<file path="src/design/mvf_pkg.sv">
// ----------------------------------------------------------------------------
// mvf_pkg: shared types and constants of the mother vertex finder
// Request and result layouts, command codes, sequencer states and defaults.
// ----------------------------------------------------------------------------
package mvf_pkg;

  localparam int MAX_VERTICES_DEF = 64;
  localparam int VERTEX_W = 6;
  localparam int COUNT_W = 7;
  localparam logic [COUNT_W-1:0] VERTEX_COUNT_RESET = 7'd64;

  localparam logic CMD_ADD = 1'b0;
  localparam logic CMD_FIND = 1'b1;

  typedef struct packed {
    logic                command;
    logic [VERTEX_W-1:0] source_vertex;
    logic [VERTEX_W-1:0] target_vertex;
  } request_t;

  typedef struct packed {
    logic [VERTEX_W-1:0] mother_vertex;
    logic                found;
  } result_t;

  typedef enum logic [2:0] {
    ST_IDLE,
    ST_ADD_WR,
    ST_SCAN,
    ST_POP,
    ST_ROW,
    ST_LOAD,
    ST_PUSH,
    ST_CHECK
  } state_t;

endpackage

</file>
<file path="src/design/mvf_lowbit.sv">
// ----------------------------------------------------------------------------
// mvf_lowbit: lowest set bit unit
// Gives the index of the lowest set bit of a word and the word without it.
// ----------------------------------------------------------------------------
module mvf_lowbit #(
  parameter int WIDTH = mvf_pkg::MAX_VERTICES_DEF,
  parameter int IW = $clog2(mvf_pkg::MAX_VERTICES_DEF)
) (
  input  logic [WIDTH-1:0] bits,
  output logic [IW-1:0]    index,
  output logic [WIDTH-1:0] rest
);

  logic [WIDTH-1:0] lowest;

  assign lowest = bits & (~bits + WIDTH'(1));
  assign rest = bits & ~lowest;

  always_comb begin
    index = '0;
    for (int k = 0; k < WIDTH; k++) begin
      if (lowest[k]) begin
        index = index | IW'(k);
      end
    end
  end

endmodule

</file>
<file path="config.mk">
export PLATFORM = sky130hd
export DESIGN_NAME = mvf_lowbit
export DESIGN_NICKNAME = d
export VERILOG_FILES = /design/src/design/mvf_pkg.sv /design/src/design/mvf_lowbit.sv
export SDC_FILE = /design/constraint.sdc
export NUM_CORES = 1
export LEC_CHECK = 0
export ABC_CLOCK_PERIOD_IN_PS = 2700
export BUFFER_PORTS_ARGS = -buffer_cell sky130_fd_sc_hd__clkbuf_2
export CAP_MARGIN = 10
export CORE_MARGIN = 5
export CORE_UTILIZATION = 30
export DETAILED_ROUTE_END_ITERATION = 8
export MAX_ROUTING_LAYER = met4
export RECOVER_POWER = 50
export REMOVE_ABC_BUFFERS = 1
export SETUP_SLACK_MARGIN = 0.02
export SLEW_MARGIN = 25
export SYNTH_ARGS = -nofsm -noshare
export SYNTH_HDL_FRONTEND = slang
export SYNTH_SLANG_ARGS = --single-unit
</file>
<file path="constraint.sdc">
create_clock -name vclk -period 2.7
set_input_delay 0.27 -clock vclk [all_inputs]
set_output_delay 0.27 -clock vclk [all_outputs]
set_load 0.03 [all_outputs]
</file>
==> results of run 1 <==
[cell families (layout without fill, tap and decap cells)]
logic type | count (synthesis) | in the layout | synth area share, %
other | 1 | 1 | 0.1877
AOI/OAI and AO/OA | 89 | 89 | 32.19
buffers and inverters | 23 | 262 | 6.449
and+or+nand+nor | 211 | 211 | 61.18
[cell usage in the layout (no fill, tap or decap), types with 8 or more instances in the layout]
master      n
and2_1     12
nor3_1     23
nor4_1     16
nand3_1    16
clkbuf_2  102
inv_1      16
nor2b_1     8
nand4_1    12
clkbuf_1   21
buf_4     106
a21boi_0   17
nor2_1     41
nand2_1    23
a21oi_1    18
[report_power, final]
part           internal [mW]  switching [mW]
Clock                      0               0
Combinational          0.172           0.292
Sequential                 0               0
Total                  0.172           0.292
[per-layer routing]
metal | track usage (%) | part of all wire (%) | routed length, um
met4 | 5.276 | 2.5 | 291
met2 | 42.00 | 44 | 5155
met1 | 37.91 | 45 | 5185
met3 | 3.355 | 8.5 | 988
met5 | - | 0 | 0
[area by class of cell]
type,instances,area [um^2]
fillers,653,2634
multi-input cells,301,2044
repair buffers,246,1588
well taps,77,96.34
inverters,16,60.06
[Yosys cell counts (all sizes together), types with 4 or more instances]
cell type / n / area share, %
and2: 17 / 5.5
o21a: 7 / 2.6
or4: 11 / 4.8
nor2: 42 / 7.9
nor4: 25 / 10
nand3: 17 / 4.3
a21oi: 20 / 5.0
a31oi: 7 / 2.2
nand4: 13 / 4.4
a311oi: 4 / 1.8
nor2b: 8 / 2.5
inv: 16 / 3.0
a21boi: 19 / 7.1
or3: 5 / 1.6
nand2: 25 / 4.8
o31a: 6 / 2.8
buf: 4 / 2.1
a2111oi: 4 / 1.8
nor3: 26 / 7.3
and3: 6 / 1.9
[worst paths after layout]
check / start / endpoint / cells after the start / slack [ns]
setup / recovery: bits[39] / index[5] / 10 / -0.16
hold / removal: bits[60] / rest[60] / 3 / 0.88
[worst max-delay path, cell delays in order]
cell,delay [ns]
buf_6,0.09
or4_4,0.53
or4_4,0.55
nor4_4,0.24
buf_4,0.18
and2_4,0.16
a311oi_2,0.10
and3_1,0.17
nand4_1,0.12
clkbuf_8,0.17
[what timing repair did]
action                                  CTS  global route
pin swaps                                11             1
endpoints found under the setup margin   17            15
buffers inserted                          5             2
gates resized for setup                  45            24
hold buffers                              0             0
==> impl_metrics.csv, run 1 <==
group,metric,value,unit
place,dp_hpwl,9860,um
detailed_routing,ant_nets,0,
sta,setup_viol,7,
job,cap_violations,0,
grt,grt_overflow_total,0,
cells_and_area,nClkBuffers,0,
place,placed_cells,637,
worst_setup_path,crit_required,2.43,ns
cells_and_area,fin_area,3789,um^2
cells_and_area,antenna_cells,0,
logic_synthesis,avgSynthCellArea,6.167,um^2
logic_synthesis,ys.warnings.count,0,
detailed_routing,via_count,3756,
pwr,power.total,0.4642,mW
run_status,outcome,"complete, but fails checks",
sta,finalWorstSetupSlack,-0.1553,ns
place,place_area,3517,um^2
die,rows,29,
grt,grt_first_pass_wirelength,18630,um
cells_and_area,regArea,0,um^2
grt,grt_usage,27.12,%
grt,grt_max_degree,10,
cells_and_area,final_nets,629,
die,dieArea,8392,um^2
cells_and_area,fin_util,58.99,%
sta,fin_hold_ws,0.8842,ns
place,numPortBuffers,133,
die,die_x,91.61,um
sta,fmax,0.3502,GHz
logic_synthesis,syn_area,1998,um^2
die,core-area,6422,um^2
detailed_routing,drt-total-wl,11620,um
cells_and_area,area_growth,89.61,%
sta,rsz0062_at_grt,"true",
pwr,leakagePower,1.764,nW
cells_and_area,finalNonFillerCells,640,
sta,fin_crit_sh,105.8,%
grt,antenna_found_initial,0,
sta,worst_slew_pin_slew,0.6612,ns
detailed_routing,first_pass_iters,5,
cells_and_area,seq_cells,0,
detailed_routing,routed_via_density,5.869,
worst_setup_path,cp.arrival,2.59,ns
sta,slew_violations,0,
place,gp_congestion,1.019,
pwr,peakVddDrop,0.07362,mV
sta,slew_headroom,55.51,%
sta,layout_min_cycle_time,2.855,ns
worst_setup_path,path_class,"in -> out",
logic_synthesis,synthCells,324,
detailed_routing,drtIter0Drc,387,
cells_and_area,drive_above_1_share,47.42,%
run_status,violations,"setup timing",
logic_synthesis,ys_types,60,
worst_setup_path,startpoint_type,"input port",
grt,grt_pass1_vias,3585,
die,num_io_pins,134,
sta,hold_viol_final,0,
detailed_routing,post_drt_wl_per_cell,18.16,um
die,dieHeight,91.61,um
worst_setup_path,crit_path_end_kind,"output pin",
logic_synthesis,seq_area_frac_synth,0,%
place,place_ws,-0.2530,ns
sta,final.setup.tns,-0.6225,ns
die,start_util,31.11,%
worst_setup_path,worstPathMaxFanout,3,
detailed_routing,drc,0,
hold_path,hold_class,"in -> out",
pwr,power.density,122.5,nW/um^2
No activity file was read; power rests on OpenSTA's default activity.
==> run 2, diff against run 1 <==
--- a/config.mk
+++ b/config.mk
@@ -8,10 +8,11 @@
 export ABC_CLOCK_PERIOD_IN_PS = 2700
 export BUFFER_PORTS_ARGS = -buffer_cell sky130_fd_sc_hd__clkbuf_2
 export CAP_MARGIN = 10
-export CORE_MARGIN = 5
+export CORE_MARGIN = 8
 export CORE_UTILIZATION = 30
 export DETAILED_ROUTE_END_ITERATION = 8
 export MAX_ROUTING_LAYER = met4
+export PLACE_DENSITY = 0.72
 export RECOVER_POWER = 50
 export REMOVE_ABC_BUFFERS = 1
 export SETUP_SLACK_MARGIN = 0.02
==> impl_metrics.csv, run 2 (synthesis gave the netlist of run 1 again) <==
group,metric,value,unit
run_status,outcome,"complete, but fails checks",
run_status,violations,"setup timing",
worst_setup_path,path_class,"in -> out",
die,num_io_pins,134,
cells_and_area,nClkBuffers,0,
pwr,p_int,0.1771,mW
cells_and_area,fin_area,3859,um^2
grt,grt_usage,23.21,%
job,cap_violations,0,
sta,layout_min_cycle_time,2.789,ns
grt,grt_overflow_total,0,
grt,antenna_found_initial,0,
sta,fin_crit_sh,103.3,%
sta,worst_slew_pin_slew,0.6580,ns
pwr,power_switching,0.2939,mW
sta,slew_violations,0,
cells_and_area,layout_commonest_cell,"buf_4",
place,place_area,3480,um^2
detailed_routing,first_pass_iters,6,
grt,grt_first_pass_wirelength,18520,um
cells_and_area,final_nets,628,
pwr,clockPowerShare,0,%
pwr,seqPwrFrac,0,%
die,dieArea,9528,um^2
detailed_routing,top_layer_used,"met4",
sta,rsz0062_at_grt,"true",
die,core-area,6386,um^2
detailed_routing,ant_nets,0,
place,dp_hpwl,10090,um
cells_and_area,regArea,0,um^2
cells_and_area,seq_cells,0,
pwr,power_frac_comb,100.0,%
place,placed_cells,632,
sta,hold_viol_final,0,
worst_setup_path,startpoint_type,"input port",
worst_setup_path,crit_required,2.43,ns
worst_setup_path,worstPathMaxFanout,3,
pwr,power.density,122.1,nW/um^2
detailed_routing,routed_via_density,5.898,
detailed_routing,post_drt_wl_per_cell,18.40,um
pwr,peakVddDrop,0.08191,mV
die,rows,29,
sta,final.setup.tns,-0.4094,ns
detailed_routing,drt-total-wl,11760,um
die,start_util,31.29,%
pwr,leakagePower,1.761,nW
worst_setup_path,crit_path_end_kind,"output pin",
die,dieHeight,97.61,um
place,gp_congestion,1.074,
detailed_routing,wl_met3,1063,um
sta,slew_headroom,55.73,%
cells_and_area,finalNonFillerCells,639,
sta,finalWorstSetupSlack,-0.08886,ns
cells_and_area,n_fill_cell,609,
cells_and_area,antenna_cells,0,
sta,fmax,0.3586,GHz
pwr,power.total,0.4710,mW
detailed_routing,drt-met1-wl,4880,um
detailed_routing,via_count,3769,
hold_path,hold_class,"in -> out",
detailed_routing,drtIter0Drc,430,
place,numPortBuffers,133,
grt,grt_pass1_vias,3694,
detailed_routing,dr_wl_met2,5546,um
cells_and_area,area_growth,93.11,%
detailed_routing,drc,0,
cells_and_area,multi_input_area,2101,um^2
grt,grt_max_degree,12,
die,die_x,97.61,um
pwr,switching_share,62.39,%
clock_tree,hold_buffers,0,
cells_and_area,final_cell_mix,"buf_4, clkbuf_2, nor2_1",
cells_and_area,drive_above_1_share,48.93,%
worst_setup_path,cp.arrival,2.52,ns
sta,setup_viol,7,
run 2: per-stage QoR:
stage	hold WS (ns)	setup slack (ns)	utilization (%)
after floorplan	0.6916	-0.1767	-
final	0.8896	-0.08886	60.42
after detailed placement	0.8944	-0.3240	54.49
after global routing	0.9139	-0.1756	60.42
after global placement	0.8914	-0.2543	54.49
after CTS	0.8962	-0.09219	57.45
run 2: final timing paths:
check  slack, ns       end  startpoint  depth (start not counted)
max        -0.09  index[4]    bits[45]                         10
min         0.89  rest[63]    bits[63]                          4
run 2: power groups by stage:
stage	Clock (mW)	Sequential (mW)	Combinational [mW]
floorplan	0	0	0.203
global placement	0	0	0.437
detailed placement	0	0	0.441
CTS	0	0	0.453
global route	0	0	0.500
finish	0	0	0.471
run 2: timing repair:
action / in CTS / in global routing
pin swaps: 10 / 5
endpoints found under the setup margin: 11 / 17
endpoints found under the hold margin: 0 / 0
buffers inserted: 3 / 4
gates resized for setup: 37 / 45
run 2: final cells by class:
| type | count | share of cell area, % |
|---|---|---|
| inverter | 16 | 1.556 |
| timing repair buffer | 245 | 41.50 |
| multi-input combinational | 301 | 54.44 |
| tap | 77 | 2.497 |
run 2: metal layers:
layer / vias to the layer above / GRT usage (%)
li1: 1750 / -
met1: 1731 / 29.34
met2: 251 / 39.06
met3: 37 / 2.987
met4: 0 / 3.030
met5: - / -
run 2: worst max-delay path, stage by stage:
cell and delay, ns:
buf_6 0.09, or4_4 0.53, or4_4 0.55, nor4_4 0.23, nand2_2 0.14, o31ai_4 0.24, buf_4 0.16, a311oi_2 0.04
nand4_1 0.10, clkbuf_8 0.17
