$ cat src/design/mvf_ram.sv
// ----------------------------------------------------------------------------
// mvf_ram: generic single-port-write, single-port-read RAM
// One write and one registered read per cycle; contents undefined at reset.
// ----------------------------------------------------------------------------
module mvf_ram #(
  parameter int WIDTH = 8,
  parameter int DEPTH = 64
) (
  input  logic                     clk,
  input  logic                     we,
  input  logic [$clog2(DEPTH)-1:0] waddr,
  input  logic [WIDTH-1:0]         wdata,
  input  logic [$clog2(DEPTH)-1:0] raddr,
  output logic [WIDTH-1:0]         rdata
);

  logic [WIDTH-1:0] mem [DEPTH];

  always_ff @(posedge clk) begin
    if (we) begin
      mem[waddr] <= wdata;
    end
    rdata <= mem[raddr];
  end

endmodule

$ cat config.mk
export PLATFORM = sky130hd
export DESIGN_NAME = mvf_ram
export DESIGN_NICKNAME = d
export VERILOG_FILES = /design/src/design/mvf_ram.sv
export SDC_FILE = /design/constraint.sdc
export NUM_CORES = 1
export LEC_CHECK = 0
export ABC_CLOCK_PERIOD_IN_PS = 4000
export BUFFER_PORTS_ARGS = -buffer_cell sky130_fd_sc_hd__buf_2
export CAP_MARGIN = 0
export CORE_MARGIN = 1.5
export CORE_UTILIZATION = 35
export DETAILED_ROUTE_END_ITERATION = 12
export RECOVER_POWER = 100
export SYNTH_ARGS = -nofsm -noshare
export SYNTH_HDL_FRONTEND = slang
export SYNTH_SLANG_ARGS = --single-unit
$ cat constraint.sdc
create_clock -name clk -period 4 [get_ports clk]
set_clock_uncertainty 0.05 [all_clocks]
set_input_delay 0.4 -clock clk [delete_from_list [all_inputs] [get_ports clk]]
set_output_delay 0.4 -clock clk [all_outputs]
set_load 0.005 [all_outputs]
==> flow_summary.json, run 1 <==
{
  "ys_ff_latch": 520,
  "period_needed_ns": 2.86,
  "place_area_sq_um": 21100,
  "cts_max_level": 2,
  "max_freq_ghz": 0.349,
  "irDropWorstVdd_mv": 0.286,
  "startpoint_type": "input pin",
  "io_buffers": 29,
  "synth_nets": 962,
  "vias": 9452,
  "seq_area_frac_synth_pct": 77.0,
  "total_power_mw": 11.3,
  "r2r_setup_slack_ns": 1.79,
  "whs_path_depth": 3,
  "path_class": "input pin to register",
  "final_util_pct": 40.0,
  "antenna_found_initial": 4,
  "fin_crit_sh_pct": 71.5,
  "drtIter0Drc": 949,
  "routedWlPerCell_microns": 25.7,
  "drtAntennaViolNets": 0,
  "worstHoldPathType": "input pin to register",
  "final_nets": 1010,
  "cp.arrival_ns": 3.21,
  "status": "finished with violations",
  "design_area_sq_um": 22700,
  "area_growth_pct": 12.5,
  "grt_max_degree": 65,
  "hpwl_microns": 28000,
  "slew-limit-headroom_pct": -103,
  "r2r_start": "mem[41][2]",
  "layout_common_cells": "512 x edfxtp_1, 126 x mux4_2, 83 x nor2_1",
  "async_flop_share_pct": 0,
  "power_density_nw_per_um2": 498,
  "drtPass1Iterations": 5,
  "rsz0062_at_grt": "no",
  "violations": "capacitance limit, slew limit",
  "clockRootBuffer": "clkbuf_16",
  "clock-sinks": 520,
  "std_cell_rows": 87,
  "hold_start": "raddr[5]",
  "synth_edf_count": 512,
  "maxSlewViolCount": 444,
  "finalSetupTns_ns": 0,
  "tightest_slew_ns": 3.04,
  "wirelength_microns": 45800,
  "die_h_microns": 243,
  "cts_setup_buffers": 0,
  "coreArea_sq_um": 56700,
  "die_w_microns": 243,
  "initial_utilization_pct": 35.6,
  "cts_tree": "yes",
  "cap_violations": 8,
  "fin_cells": 1784,
  "postSynthAreaPerCell_sq_um": 21.5,
  "grt_usage_pct": 15.6,
  "reg2reg_depth": 4,
  "grt_pass1_wl_microns": 67500,
  "yosys_warnings": 0,
  "synthCells": 940,
  "final_common_cell": "edfxtp_1",
  "synth_area_sq_um": 20200,
  "insertion_delay_ns": 0.57,
  "clk_pin_slew_worst_paths_ns": 0.06,
  "cts_resized": 0,
  "synth_flop_cell": "edfxtp_1",
  "grt_pass1_vias": 9735,
  "cp.required_ns": 4.35,
  "gp_congestion": 0.791,
  "viasPerCell": 5.30,
  "numCtsBuffers": 50,
  "holdBufCountCts": 0,
  "hold_viol": 0,
  "cts_buffer_depth": 3,
  "leakage_nw": 6.88,
  "grt-ovfl-total": 0,
  "die-area_sq_um": 59100,
  "ios": 30,
  "synth_cell_type_count": 40,
  "crit_path_max_fanout": 41,
  "hold_end": "rdata[1]",
  "r2r-end": "rdata[2]",
  "setup.worst_path.end_class": "register",
  "drive_above_1_share_pct": 23.6,
  "setup_viol": 0,
  "drc": 0,
  "dp.cells": 1692
}
power breakdown:
group / internal (mW) / total, mW / switching (mW)
Clock: 2.70 / 4.71 / 2.01
Combinational: 0.198 / 0.538 / 0.340
Sequential: 6.04 / 6.06 / 0.0189
Total: 8.93 / 11.3 / 2.37
cell usage after synthesis, types with 2 or more instances:
cell	n	area share, %
nand2b_1	7	0.22
nand3b_1	3	0.11
a211oi_1	4	0.15
o41ai_1	2	0.087
mux2i_1	23	1.1
nand4_1	2	0.062
mux2_2	13	0.73
a22oi_1	3	0.11
edfxtp_1	512	76
nor4_1	2	0.062
nand2_1	19	0.35
a2111oi_0	2	0.087
nand3_1	13	0.32
mux4_2	126	14
o2bb2ai_1	3	0.13
o21a_1	2	0.074
o32ai_1	2	0.087
buf_2	11	0.27
o21ai_1	2	0.050
nor2_1	83	1.5
o21ai_0	2	0.050
buf_1	4	0.074
nor3_1	7	0.17
o221a_2	2	0.11
buf_6	4	0.22
buf_4	13	0.48
o221ai_1	8	0.35
a221oi_1	6	0.26
buf_12	2	0.20
a21oi_1	3	0.074
clkbuf_1	17	0.32
o22ai_1	8	0.25
nor2b_1	14	0.43
o2111ai_1	3	0.13
dfxtp_1	8	0.79
sequential cells by signal, summed over array words and instances, names as in the netlist:
register,count
mem,512
rdata,8
logic make-up after synthesis:
| kind of cell | Yosys count | share of synthesized area [%] |
|---|---|---|
| mux | 162 | 15.9 |
| simple gates | 153 | 3.39 |
| flops | 520 | 77.0 |
| compound gates | 54 | 2.07 |
| buf+inv | 51 | 1.57 |
stage by stage:
stage	setup slack (ns)	hold WS, ns
6_report	1.14	0.220
3_3_place_gp	0.962	0.747
2_1_floorplan	1.88	0.449
5_1_grt	0.894	0.220
3_5_place_dp	0.961	0.742
4_1_cts	1.56	0.185
critical path: stages:
cell and delay (ns):
buf_4 0.46, clkbuf_2 1.00, mux4_2 0.43, o22ai_1 0.09
o21a_1 0.23, o41ai_1 0.51
metal layers:
metal	vias to the layer above	wire, microns	GRT usage, %
li1	4017	-	-
met1	5032	20000	21.5
met2	311	21700	24.7
met3	86	2770	3.12
met4	6	1350	5.22
met5	-	37	0
worst max path at each step:
| stage | start | end | slack, ns |
|---|---|---|---|
| after detailed placement | raddr[1] | rdata[3] | 0.96 |
| after CTS | raddr[1] | rdata[3] | 1.56 |
| after global placement | raddr[1] | rdata[3] | 0.96 |
| after floorplan | raddr[1] | rdata[3] | 1.88 |
| after global routing | raddr[1] | rdata[3] | 0.89 |
| final | raddr[1] | rdata[3] | 1.14 |
area by class of cell:
| type | count | area (sq um) |
|---|---|---|
| clock buffer | 58 | 1320 |
| antenna | 1 | 2.50 |
| multi-input combinational | 369 | 4320 |
| tap | 756 | 946 |
| fill | 5011 | 34000 |
| timing repair buffer | 47 | 265 |
| clock inverter | 33 | 305 |
| sequential | 520 | 15500 |
No activity file was read; power rests on OpenSTA's default activity.
==> inputs of run 2 (changes only) <==
- ABC_CLOCK_PERIOD_IN_PS: 4000 -> 2810
- clock period: 4 -> 2.81 ns (I/O delays scaled with it)
==> run 2 against run 1 <==
The flow still finishes with violations (capacitance limit, slew limit). Clock power rose by 38%. Count of clock-buffer cells in the layout rose by 8. Register-to-register slack got worse by 1.1 ns. Via count rose by 4.0%. Flip-flop and latch count did not move. Global-route usage rose by 0.13 points. Design area rose by 2.2%. Highest routed layer unchanged.
==> flow_summary.json, run 2 (same netlist as run 1, synthesis figures left out) <==
{
  "reg2reg_depth": 5,
  "rsz0062_at_grt": "no",
  "insertion_delay_ns": 0.58,
  "area_growth_pct": 15.0,
  "viasPerCell": 5.22,
  "hpwl_microns": 29200,
  "grt_usage_pct": 15.7,
  "largest_register": "mem",
  "cp-startpoint": "raddr[1]",
  "status": "finished with violations",
  "clockRootBuffer": "clkbuf_16",
  "seq_area_sq_um": 15500,
  "period_needed_ns": 2.42,
  "finalSetupTns_ns": 0,
  "clock-sinks": 520,
  "drtAntennaViolNets": 0,
  "cap_violations": 6,
  "irDropWorstVdd_mv": 0.412,
  "cp.arrival_ns": 2.82,
  "antenna_found_initial": 3,
  "r2r_start": "mem[11][0]",
  "grt_pass1_wl_microns": 68400,
  "r2r_setup_slack_ns": 0.71,
  "max_freq_ghz": 0.414,
  "hold_start": "raddr[5]",
  "drive_above_1_share_pct": 23.0,
  "cts_buffer_depth": 3,
  "layout_common_cells": "512 x edfxtp_1, 126 x mux4_2, 101 x clkbuf_1",
  "cts_resized": 0,
  "die_h_microns": 243,
  "drtPass1Iterations": 5,
  "startpoint_type": "input pin",
  "std_cell_rows": 87,
  "cts_setup_buffers": 0,
  "nFillCells": 4939,
  "setup_viol": 0,
  "vias": 9832,
  "routedWlPerCell_microns": 24.4,
  "tightest_slew_ns": 2.47,
  "grt-ovfl-total": 0,
  "total_power_mw": 15.9,
  "maxSlewViolCount": 249,
  "path_class": "input pin to register",
  "violations": "capacitance limit, slew limit",
  "slew-limit-headroom_pct": -65.0,
  "gp_congestion": 0.790,
  "worstHoldPathType": "input pin to register",
  "grt_max_degree": 65,
  "ios": 30,
  "multi_input_comb_area_sq_um": 4320,
  "io_buffers": 29,
  "power_density_nw_per_um2": 686,
  "final_common_cell": "edfxtp_1",
  "grt_pass1_vias": 10091,
  "cts_max_level": 2,
  "die_w_microns": 243,
  "largest_register_ffs": 512,
  "fin_crit_sh_pct": 86.0,
  "die-area_sq_um": 59100,
  "drtIter0Drc": 965,
  "drc": 0,
  "cp.required_ns": 3.22,
  "final_util_pct": 40.9,
  "final_nets": 1105,
  "reg_top3": "mem x512, rdata x8",
  "wirelength_microns": 46000,
  "hold_viol": 0,
  "numCtsBuffers": 50,
  "crit_path_max_fanout": 21,
  "initial_utilization_pct": 35.6,
  "coreArea_sq_um": 56700,
  "r2r-end": "rdata[0]",
  "hold_end": "rdata[2]",
  "clk_pin_slew_worst_paths_ns": 0.06,
  "whs_path_depth": 3,
  "leakage_nw": 7.12,
  "setup.worst_path.end_class": "register",
  "cts_tree": "yes"
}
run 2: worst max-delay path, cell delays in order:
cell      delay [ns]
clkbuf_2        0.48
clkbuf_2        0.65
buf_4           0.27
mux4_2          0.30
mux4_2          0.51
o21ai_0         0.22
nand2_1         0.08
run 2: layout make-up:
class / count / area share [%]
Antenna cell: 1 / 0.0108
Clock buffer: 66 / 5.93
Clock inverter: 28 / 0.858
Multi-Input combinational cell: 369 / 18.6
Sequential cell: 520 / 67.0
Tap cell: 756 / 4.08
Timing Repair Buffer: 142 / 3.51
run 2: how the worst max path moves through the flow:
stage / end
after floorplan: rdata[3]
final: rdata[7]
after CTS: rdata[4]
after detailed placement: rdata[4]
after global routing: rdata[7]
after global placement: rdata[4]
run 2: per-layer routing:
| layer | global-route usage, % | up-vias | part of all wire, % |
|---|---|---|---|
| met4 | 4.71 | 2 | 2.3 |
| li1 | - | 4222 | - |
| met3 | 2.23 | 66 | 5.5 |
| met1 | 22.4 | 5236 | 45 |
| met2 | 25.1 | 306 | 48 |
| met5 | 0 | - | 0.028 |
run 2: timing repair:
item | 4_1_cts | 5_1_grt
hold buffers | 2 | 0
endpoints found under the setup margin | 0 | 0
hold endpoints to repair | 6 | 0
run 2: through the flow:
step                      setup slack [ns]  hold slack (ns)  instance area [sq um]  std cells
after global routing                 0.340            0.136                  23200       1881
after CTS                            0.665           0.0995                  23500       1881
after detailed placement             0.162            0.466                  21900       1785
final                                0.394            0.126                  23200       1882
after global placement               0.214            0.450                  21900       1785
after floorplan                      0.811            0.330                  20200        940
run 2: where the power goes:
part           internal (mW)  total, mW  switching, mW
registers               8.59       8.61         0.0243
logic                  0.322      0.816          0.494
clock network           3.71       6.48           2.77
total                   12.6       15.9           3.29
==> inputs of run 3 (changes only) <==
- ABC_CLOCK_PERIOD_IN_PS: 2810 -> 2200
- clock period: 2.81 -> 2.2 ns (I/O delays scaled with it)
==> run 3 against run 2 <==
Flip-flop and latch count unchanged. Power rose by 31%. Count of clock-buffer cells in the layout decreased by 3. Largest cell class unchanged. Critical endpoint is now rdata[0]. Core utilization rose by 0.89 points. Highest routed layer unchanged. Die area unchanged. The flow still finishes with violations (capacitance limit, slew limit). Largest power group unchanged.
==> flow_summary.json, run 3 (same netlist as run 1, synthesis figures left out) <==
{
  "area_growth_pct": 17.5,
  "clockRootBuffer": "clkbuf_16",
  "tightest_slew_ns": 1.79,
  "path_class": "register to register",
  "slew-limit-headroom_pct": -19.4,
  "startpoint_type": "register",
  "grt_pass1_wl_microns": 69500,
  "use_met1_pct": 22.3,
  "layout_common_cells": "512 x edfxtp_1, 126 x mux4_2, 118 x clkbuf_1",
  "maxSlewViolCount": 139,
  "clk_pin_slew_worst_paths_ns": 0.06,
  "vias": 10026,
  "viasPerCell": 5.18,
  "hold_viol": 0,
  "worstHoldPathType": "input pin to register",
  "fin_cells": 1936,
  "die_h_microns": 243,
  "ios": 30,
  "routedWlPerCell_microns": 24.1,
  "std_cell_rows": 87,
  "antenna_found_initial": 3,
  "insertion_delay_ns": 0.61,
  "cp.arrival_ns": 2.45,
  "drive_above_1_share_pct": 25.8,
  "busiest_layer": "met2",
  "total_power_mw": 20.9,
  "grt_use_met3_pct": 3.67,
  "coreArea_sq_um": 56700,
  "cts_tree": "yes",
  "largest_register_ffs": 512,
  "max_freq_ghz": 0.492,
  "crit_path_max_fanout": 1,
  "initial_utilization_pct": 35.6,
  "rsz0062_at_grt": "no",
  "irDropWorstVdd_mv": 0.472,
  "leakage_nw": 7.36,
  "r2r_setup_slack_ns": 0.17,
  "grt_pass1_vias": 10359,
  "cp.required_ns": 2.61,
  "fin_crit_sh_pct": 92.4,
  "drc": 0,
  "gp_congestion": 0.827,
  "cts_max_level": 2,
  "io_buffers": 29,
  "finalSetupTns_ns": 0,
  "dp.cells": 1836,
  "drtAntennaViolNets": 0,
  "status": "finished with violations",
  "hpwl_microns": 30200,
  "largest_register": "mem",
  "clock-sinks": 520,
  "violations": "capacitance limit, slew limit",
  "grt_usage_pct": 16.0,
  "grt-ovfl-total": 0,
  "power_density_nw_per_um2": 881,
  "whs_ns": 0.202,
  "numCtsBuffers": 52,
  "final_common_cell": "edfxtp_1",
  "cap_violations": 3,
  "drtPass1Iterations": 7,
  "setup_viol": 0,
  "die_w_microns": 243,
  "gr-usage-met2_pct": 25.0,
  "reg_top3": "mem x512, rdata x8",
  "drtIter0Drc": 967,
  "period_needed_ns": 2.03,
  "die-area_sq_um": 59100,
  "grt_max_degree": 65,
  "cts_buffer_depth": 3,
  "final_nets": 1157,
  "setup.worst_path.end_class": "register",
  "wirelength_microns": 46600
}
[run 3: cell types whose count changed in the layout (fill, tap and decap cells not counted), sizes merged]
cell | before | now
clkinv | 25 | 21
clkbuf | 159 | 179
bufinv | 3 | 5
buf | 46 | 75
dlymetal6s2s | 1 | 0
inv | 0 | 3
dlygate4sd3 | 2 | 1
clkinvlp | 0 | 6
[run 3: repair_timing]
action                                 in CTS  in global routing
gates resized for setup                     0                  1
buffers inserted                            0                  0
hold buffers                                1                  0
setup endpoints to repair                   0                  1
endpoints found under the hold margin       3                  0
[run 3: through the flow]
step | util (%) | cell area, sq um | setup WS [ns]
after global placement | 39.6 | 22400 | -0.188
after floorplan | - | 20200 | 0.262
after global routing | 41.8 | 23700 | 0.101
final | 41.8 | 23700 | 0.167
after CTS | 42.6 | 24200 | 0.0639
after detailed placement | 39.6 | 22400 | -0.202
[run 3: layout make-up]
class / count / area [sq um]
Clock inverter: 35 / 342
Tap cell: 756 / 946
Timing Repair Buffer: 192 / 1190
Fill cell: 4943 / 33000
Antenna cell: 1 / 2.50
Multi-Input combinational cell: 369 / 4320
Clock buffer: 63 / 1350
Sequential cell: 520 / 15500
[run 3: worst paths after layout]
kind                            startpoint       end  cells past startpoint
worst max-delay path             mem[3][0]  rdata[0]                      5
worst max register to register   mem[3][0]  rdata[0]                      5
worst min-delay path              raddr[4]  rdata[7]                      4
worst min register to register  mem[27][4]  rdata[4]                      3
[run 3: worst max-delay path, stage by stage, from the launching register on]
cell	delay, ns
edfxtp_1	0.36
mux4_2	0.50
mux4_2	0.50
nor2_1	0.20
nor3_1	0.10
o2bb2ai_1	0.20
[run 3: power by group]
group	leakage (nW)	switching, mW	internal [mW]
sequential	4.67	0.0329	11.0
clock	0.814	3.73	5.01
combinational	1.87	0.649	0.466
total	7.36	4.42	16.4
[run 3: metal layers]
layer / share of wire [%] / vias to the layer above
met5: 0.054 / -
met4: 2.3 / 4
met3: 6.7 / 74
met2: 48 / 308
met1: 43 / 5306
li1: - / 4334
